===== src/rtl/ffdsc_pkg.sv =====
// ----------------------------------------------------------------------------
// ffdsc_pkg
// Shared types and constants for the fixed-length frame deframer.
// ----------------------------------------------------------------------------
package ffdsc_pkg;

  localparam int unsigned ByteW  = 8;
  localparam int unsigned IndexW = 7;

  localparam logic [ByteW-1:0]  SyncByte  = 8'h55;
  localparam logic [IndexW-1:0] SumEnd    = 7'd62;
  localparam logic [IndexW-1:0] LastIndex = 7'd64;
  localparam logic [IndexW-1:0] CmdIndex  = 7'd9;
  localparam logic [IndexW-1:0] HdrFirst  = 7'd2;
  localparam logic [IndexW-1:0] HdrLast   = 7'd7;

  typedef enum logic [2:0] {
    StRun     = 3'd0,
    StGood    = 3'd1,
    StHeader  = 3'd2,
    StTrailer = 3'd3,
    StCheck   = 3'd4
  } frame_status_e;

  // One result item as produced by the parser.
  typedef struct packed {
    logic                emit;
    logic [ByteW-1:0]    data;
    logic [IndexW-1:0]   index;
    logic                frame_end;
    frame_status_e       status;
    logic [ByteW-1:0]    command;
  } result_t;

  // Expected header byte at indices 2..7.
  function automatic logic [ByteW-1:0] header_byte(input logic [IndexW-1:0] pos);
    logic [ByteW-1:0] val;
    case (pos)
      7'd2:    val = 8'd1;
      7'd3:    val = 8'd0;
      7'd4:    val = 8'd1;
      7'd5:    val = 8'd0;
      7'd6:    val = 8'd0;
      7'd7:    val = 8'd2;
      default: val = 8'd0;
    endcase
    return val;
  endfunction

endpackage


===== src/rtl/fixed_frame_deframer_sum_check.sv =====
// ----------------------------------------------------------------------------
// fixed_frame_deframer_sum_check
// Deframer for 65-byte frames with fixed header, 8-bit additive checksum
// and sync trailer.
// ----------------------------------------------------------------------------
// Takes one received byte per transfer and sustains one byte per clock
// while the output is not stalled. Each byte passes through an input
// register, combinational parse logic (compare plus 8-bit add) and a
// result register, from which the result is presented and transfers
// when the output is not stalled. Bytes outside a frame
// that are not 0x55 are dropped silently.
// Every byte inside a frame comes out with its index 0..64; the byte that
// ends a frame carries frame_end and the status (good, bad trailer, bad
// checksum, reported at index 64, together with the command byte from
// index 9), and a wrong byte at header indices 2..7 aborts the frame with
// header-mismatch status and restarts the hunt with the next byte.
// Stall on the input side rises only while both registers are full and
// the output side is stalling.
module fixed_frame_deframer_sum_check import ffdsc_pkg::*; (
  input  logic              clk_i,
  input  logic              rst_ni,
  // receive side
  input  logic              in_valid_i,
  output logic              in_stall_o,
  input  logic [ByteW-1:0]  rx_byte_i,
  // result side
  output logic              out_valid_o,
  input  logic              out_stall_i,
  output logic [ByteW-1:0]  data_byte_o,
  output logic [IndexW-1:0] byte_index_o,
  output logic              frame_end_o,
  output logic [2:0]        frame_status_o,
  output logic [ByteW-1:0]  command_code_o
);

  logic             in_valid_q;
  logic [ByteW-1:0] in_byte_q;
  logic             out_valid_q;
  result_t          res_q;
  result_t          res;
  logic             out_free;
  logic             fire;

  // result register can take a new value when empty or being drained
  assign out_free   = !out_valid_q || !out_stall_i;
  assign fire       = in_valid_q && out_free;
  assign in_stall_o = in_valid_q && !out_free;

  // input register
  always_ff @(posedge clk_i or negedge rst_ni) begin
    if (!rst_ni) begin
      in_valid_q <= 1'b0;
    end else if (!in_stall_o) begin
      in_valid_q <= in_valid_i;
    end
  end

  always_ff @(posedge clk_i) begin
    if (!in_stall_o && in_valid_i) begin
      in_byte_q <= rx_byte_i;
    end
  end

  ffdsc_parser u_parser (
    .clk_i    (clk_i),
    .rst_ni   (rst_ni),
    .fire_i   (fire),
    .byte_i   (in_byte_q),
    .result_o (res)
  );

  // result register; dropped hunt bytes leave it empty
  always_ff @(posedge clk_i or negedge rst_ni) begin
    if (!rst_ni) begin
      out_valid_q <= 1'b0;
    end else if (out_free) begin
      out_valid_q <= fire && res.emit;
    end
  end

  always_ff @(posedge clk_i) begin
    if (fire && res.emit) begin
      res_q <= res;
    end
  end

  assign out_valid_o    = out_valid_q;
  assign data_byte_o    = res_q.data;
  assign byte_index_o   = res_q.index;
  assign frame_end_o    = res_q.frame_end;
  assign frame_status_o = res_q.status;
  assign command_code_o = res_q.command;

endmodule


===== src/rtl/ffdsc_parser.sv =====
// ----------------------------------------------------------------------------
// ffdsc_parser
// Frame position, running sum and held fields; decides the result for one
// byte combinationally.
// ----------------------------------------------------------------------------
module ffdsc_parser import ffdsc_pkg::*; (
  input  logic             clk_i,
  input  logic             rst_ni,
  input  logic             fire_i,
  input  logic [ByteW-1:0] byte_i,
  output result_t          result_o
);

  logic [IndexW-1:0] pos_q, pos_d;
  logic [ByteW-1:0]  sum_q, sum_d;
  logic [ByteW-1:0]  cmd_q, cmd_d;
  logic [ByteW-1:0]  chk_q, chk_d;
  logic [IndexW-1:0] pos_eff;

  always_comb begin
    pos_d    = pos_q;
    sum_d    = sum_q;
    cmd_d    = cmd_q;
    chk_d    = chk_q;
    result_o = '{emit: 1'b0, data: byte_i, index: '0, frame_end: 1'b0,
                 status: StRun, command: '0};
    // out-of-range position behaves as a fresh hunt
    pos_eff  = (pos_q > LastIndex) ? '0 : pos_q;

    if (pos_eff == '0) begin
      pos_d = '0;
      sum_d = '0;
      chk_d = '0;
      if (byte_i == SyncByte) begin
        sum_d         = byte_i;
        pos_d         = 7'd1;
        result_o.emit = 1'b1;
      end
    end else if (pos_eff >= HdrFirst && pos_eff <= HdrLast &&
                 byte_i != header_byte(pos_eff)) begin
      pos_d              = '0;
      sum_d              = '0;
      chk_d              = '0;
      result_o.emit      = 1'b1;
      result_o.index     = pos_eff;
      result_o.frame_end = 1'b1;
      result_o.status    = StHeader;
    end else if (pos_eff == LastIndex) begin
      pos_d              = '0;
      sum_d              = '0;
      chk_d              = '0;
      result_o.emit      = 1'b1;
      result_o.index     = pos_eff;
      result_o.frame_end = 1'b1;
      result_o.command   = cmd_q;
      if (byte_i != SyncByte) begin
        result_o.status = StTrailer;
      end else if (sum_q != chk_q) begin
        result_o.status = StCheck;
      end else begin
        result_o.status = StGood;
      end
    end else begin
      if (pos_eff < SumEnd) begin
        sum_d = sum_q + byte_i;
      end
      if (pos_eff == CmdIndex) begin
        cmd_d = byte_i;
      end
      if (pos_eff == SumEnd) begin
        chk_d = byte_i;
      end
      pos_d          = pos_eff + 7'd1;
      result_o.emit  = 1'b1;
      result_o.index = pos_eff;
    end
  end

  always_ff @(posedge clk_i or negedge rst_ni) begin
    if (!rst_ni) begin
      pos_q <= '0;
      sum_q <= '0;
      cmd_q <= '0;
      chk_q <= '0;
    end else if (fire_i) begin
      pos_q <= pos_d;
      sum_q <= sum_d;
      cmd_q <= cmd_d;
      chk_q <= chk_d;
    end
  end

endmodule


===== config.mk =====
export PLATFORM = sky130hd
export DESIGN_NAME = fixed_frame_deframer_sum_check
export DESIGN_NICKNAME = d
export VERILOG_FILES = /design/src/rtl/ffdsc_pkg.sv /design/src/rtl/fixed_frame_deframer_sum_check.sv /design/src/rtl/ffdsc_parser.sv
export SDC_FILE = /design/constraint.sdc
export NUM_CORES = 1
export LEC_CHECK = 0
export BUFFER_PORTS_ARGS = -buffer_cell sky130_fd_sc_hd__buf_4
export CORE_MARGIN = 4
export CORE_UTILIZATION = 45
export DETAILED_ROUTE_END_ITERATION = 10
export PLACE_DENSITY = 0.64
export SLEW_MARGIN = 25
export SYNTH_ARGS = -nofsm -noshare
export SYNTH_HDL_FRONTEND = slang
export SYNTH_SLANG_ARGS = --single-unit

===== constraint.sdc =====
create_clock -name clk_i -period 8.5 [get_ports clk_i]
set_input_delay 0.85 -clock clk_i [delete_from_list [all_inputs] [get_ports clk_i]]
set_output_delay 0.85 -clock clk_i [all_outputs]
set_load 0.02 [all_outputs]

==> out/qor.txt <==
Global Route Usage Sum -> 16.5%
Worst EP required -> 8.74 ns
peak supply drop -> 0.143 mV
total design power -> 1220 uW
Main synth FF type -> edfxtp_1
unrepaired setup endpoints after global routing -> false
Seq cells post-synth -> 68
Setup crit start -> u_parser.pos_q[6]
HP Class -> primary input to async pin
Seq/Total Area, Yosys -> 58.4%
Layout area overhead -> 18.6%
Num CTS Buffers -> 9
sw power -> 444 uW
f_max -> 316 MHz
Reg-to-Reg Start -> u_parser.pos_q[6]
Ys Warns -> 0
Initial DRC Count -> 156
Clk pwr share -> 23.9%
P_int -> 775 uW
Avg Synthesized Cell Area -> 11.9 sq um
Detailed Route WL -> 6540 um
largest net degree at the start of global routing -> 34
crit end category -> flip-flop
post-CTS setup buffer count -> 0
grt ovf -> 0
H-tree depth -> 3
Filler Cell Count -> 582
setup TNS -> 0 ns
Worst-Margin Slew -> 0.651 ns
reg2reg path depth -> 8
status -> completed
Tcrit/Tclk final -> 37.3%
DRC errors left -> 0
Starting Density -> 46.8%
Inserted Diodes -> 0
DIE HEIGHT -> 92.5 um
DP HPWL -> 4580 um
sequential share of power -> 40.1%
largest fanout on the critical path -> 21
post-CTS sizing -> 0
Arrival @ worst endpoint -> 3.41 ns
IO buf count -> 40
FP Rows -> 30
die width -> 92.5 um
initial antenna violation count -> 0
Post-synth ARST share -> 48.5%
hold buffers post-CTS -> 0
TritonCTS clock tree -> yes
DR WL/cell -> 15.9 um
clock root cell -> clkbuf_8
combinational power share -> 36.0%
Slew headroom -> 56.1%
IO Count -> 41
switching part of the total -> 36.4%
clk_lat worst skew -> 0.35 ns
Max Root-Sink Buffers -> 2
DR pass1 iterations -> 5
Syn Std Cell Area -> 0.00321 sq mm
Pleak -> 0.00168 uW
Final Skew -> 0.00587 ns
first-pass GRT wire length -> 10800 um
# nets final -> 335
via count -> 2195
Vias/cell -> 5.33
CTS clk-pin slew, worst paths -> 0.07 ns
Clock Sinks -> 68
vias in the first global route -> 2108
synth unique cells -> 46
ratio of cells with drive above 1 in the final layout -> 23.4%
fin crit period -> 3.17 ns
Setup Viol. Count Final -> 0
Syn Inst Count -> 270
number of max-cap violations -> 0
remaining antenna violation count -> 0
PwrDens -> 320 mW/mm^2
commonest cells after routing, fill and taps aside -> buf_4, edfxtp_1, dfrtp_1
core area -> 0.00687 sq mm
die area -> 0.00856 sq mm
Hold Fails Final Rpt -> 0
Post-Syn Nets -> 294
Final Wtd Congestion -> 0.909
pins over their slew limit -> 0
Crit Path Class -> flip-flop to flip-flop
commonest non-fill, non-tap cell in the layout -> buf_4
crit path launch type -> flip-flop
Post-synth EDFFs -> 35
[per-layer routing]
layer	wire length, um	up-vias	GRT usage [%]
met2	2970	53	24.1
li1	-	1076	-
met1	3070	1052	23.3
met5	0	-	0
met4	150	0	8.54
met3	344	14	3.25
[cell families after synthesis]
family | share of synthesized area (%)
AO/OA/AOI/OAI | 12.8
buffers and inverters | 2.76
AND/OR/NAND/NOR | 14.4
XOR/XNOR | 4.36
adder cells (fa/ha/maj) | 4.90
flip-flops | 58.4
multiplexers | 2.45
[synth_stat cells (3+ instances only)]
cell type / n / area share (%)
nand2b_1: 4 / 0.78
a211oi_2: 3 / 1.2
a22o_1: 8 / 2.2
xnor2_1: 5 / 1.4
dfrtp_1: 33 / 26
o21bai_1: 3 / 0.70
nor2_1: 17 / 2.0
a21oi_1: 9 / 1.4
and3_1: 10 / 1.9
inv_1: 10 / 1.2
xor2_1: 11 / 3.0
clkbuf_1: 7 / 0.82
o22ai_1: 3 / 0.58
nor2b_1: 4 / 0.78
or4_1: 3 / 0.70
ha_1: 11 / 4.3
o21ai_0: 13 / 2.0
edfxtp_1: 35 / 33
nand2_1: 20 / 2.3
nand3_1: 5 / 0.78
o211ai_1: 4 / 0.93
nand4_1: 4 / 0.78
and2_1: 4 / 0.78
nor3_1: 8 / 1.2
mux2_2: 7 / 2.5
[worst paths after layout]
path,to,slack [ns]
min in group clk_i,u_parser.cmd_q[0],0.48
max in group asynchronous,u_parser.cmd_q[3],7.75
worst max register to register,u_parser.chk_q[3],5.33
worst max-delay path,u_parser.chk_q[3],5.33
worst min register to register,u_parser.cmd_q[0],0.48
worst min-delay path,out_valid_o,0.44
[power groups by stage]
stage          combinational [uW]  sequential [uW]  clock, uW
3_5_place_dp                  440              495          0
6_report                      439              489        292
2_1_floorplan                 254              543          0
5_1_grt                       484              499        313
4_1_cts                       443              489        298
3_3_place_gp                  434              494          0
[critical path, stage by stage, from the launching register on]
cell,delay (ns)
dfrtp_1,0.58
nand2b_1,0.35
ha_1,0.39
or3b_2,0.50
o211ai_1,0.12
a211oi_2,0.11
o211ai_2,0.47
o21ai_2,0.23
a22o_2,0.30
[per-stage QoR]
| stage | instances | cell area [sq um] | hold WS [ns] | utilization, % | worst slack (ns) |
|---|---|---|---|---|---|
| after floorplan | 270 | 3210 | 0.442 | - | 5.27 |
| after global placement | 396 | 3590 | 0.460 | 52.3 | 5.43 |
| after detailed placement | 396 | 3590 | 0.464 | 52.3 | 5.34 |
| after CTS | 412 | 3810 | 0.457 | 55.5 | 5.32 |
| after global routing | 412 | 3810 | 0.470 | 55.5 | 5.13 |
| final | 412 | 3810 | 0.437 | 55.5 | 5.33 |
[registers in the layout (all words and copies together) (netlist names)]
register and cells:
byte_index_o 7, u_parser.pos_q 7, in_valid_q 1, data_byte_o 8, u_parser.chk_q 8, in_byte_q 8, frame_status_o 3, frame_end_o 1
u_parser.cmd_q 8, out_valid_o 1, command_code_o 8, u_parser.sum_q 8
[layout make-up]
type / count / area (sq um) / share of cell area [%]
Timing Repair Buffer: 41 / 308 / 8.08
Inverter: 10 / 37.5 / 0.985
Clock buffer: 10 / 128 / 3.35
Sequential cell: 68 / 1880 / 49.2
Clock inverter: 6 / 88.8 / 2.33
Tap cell: 96 / 120 / 3.15
Multi-Input combinational cell: 181 / 1250 / 32.9
Power figures use the tool's default switching activity.
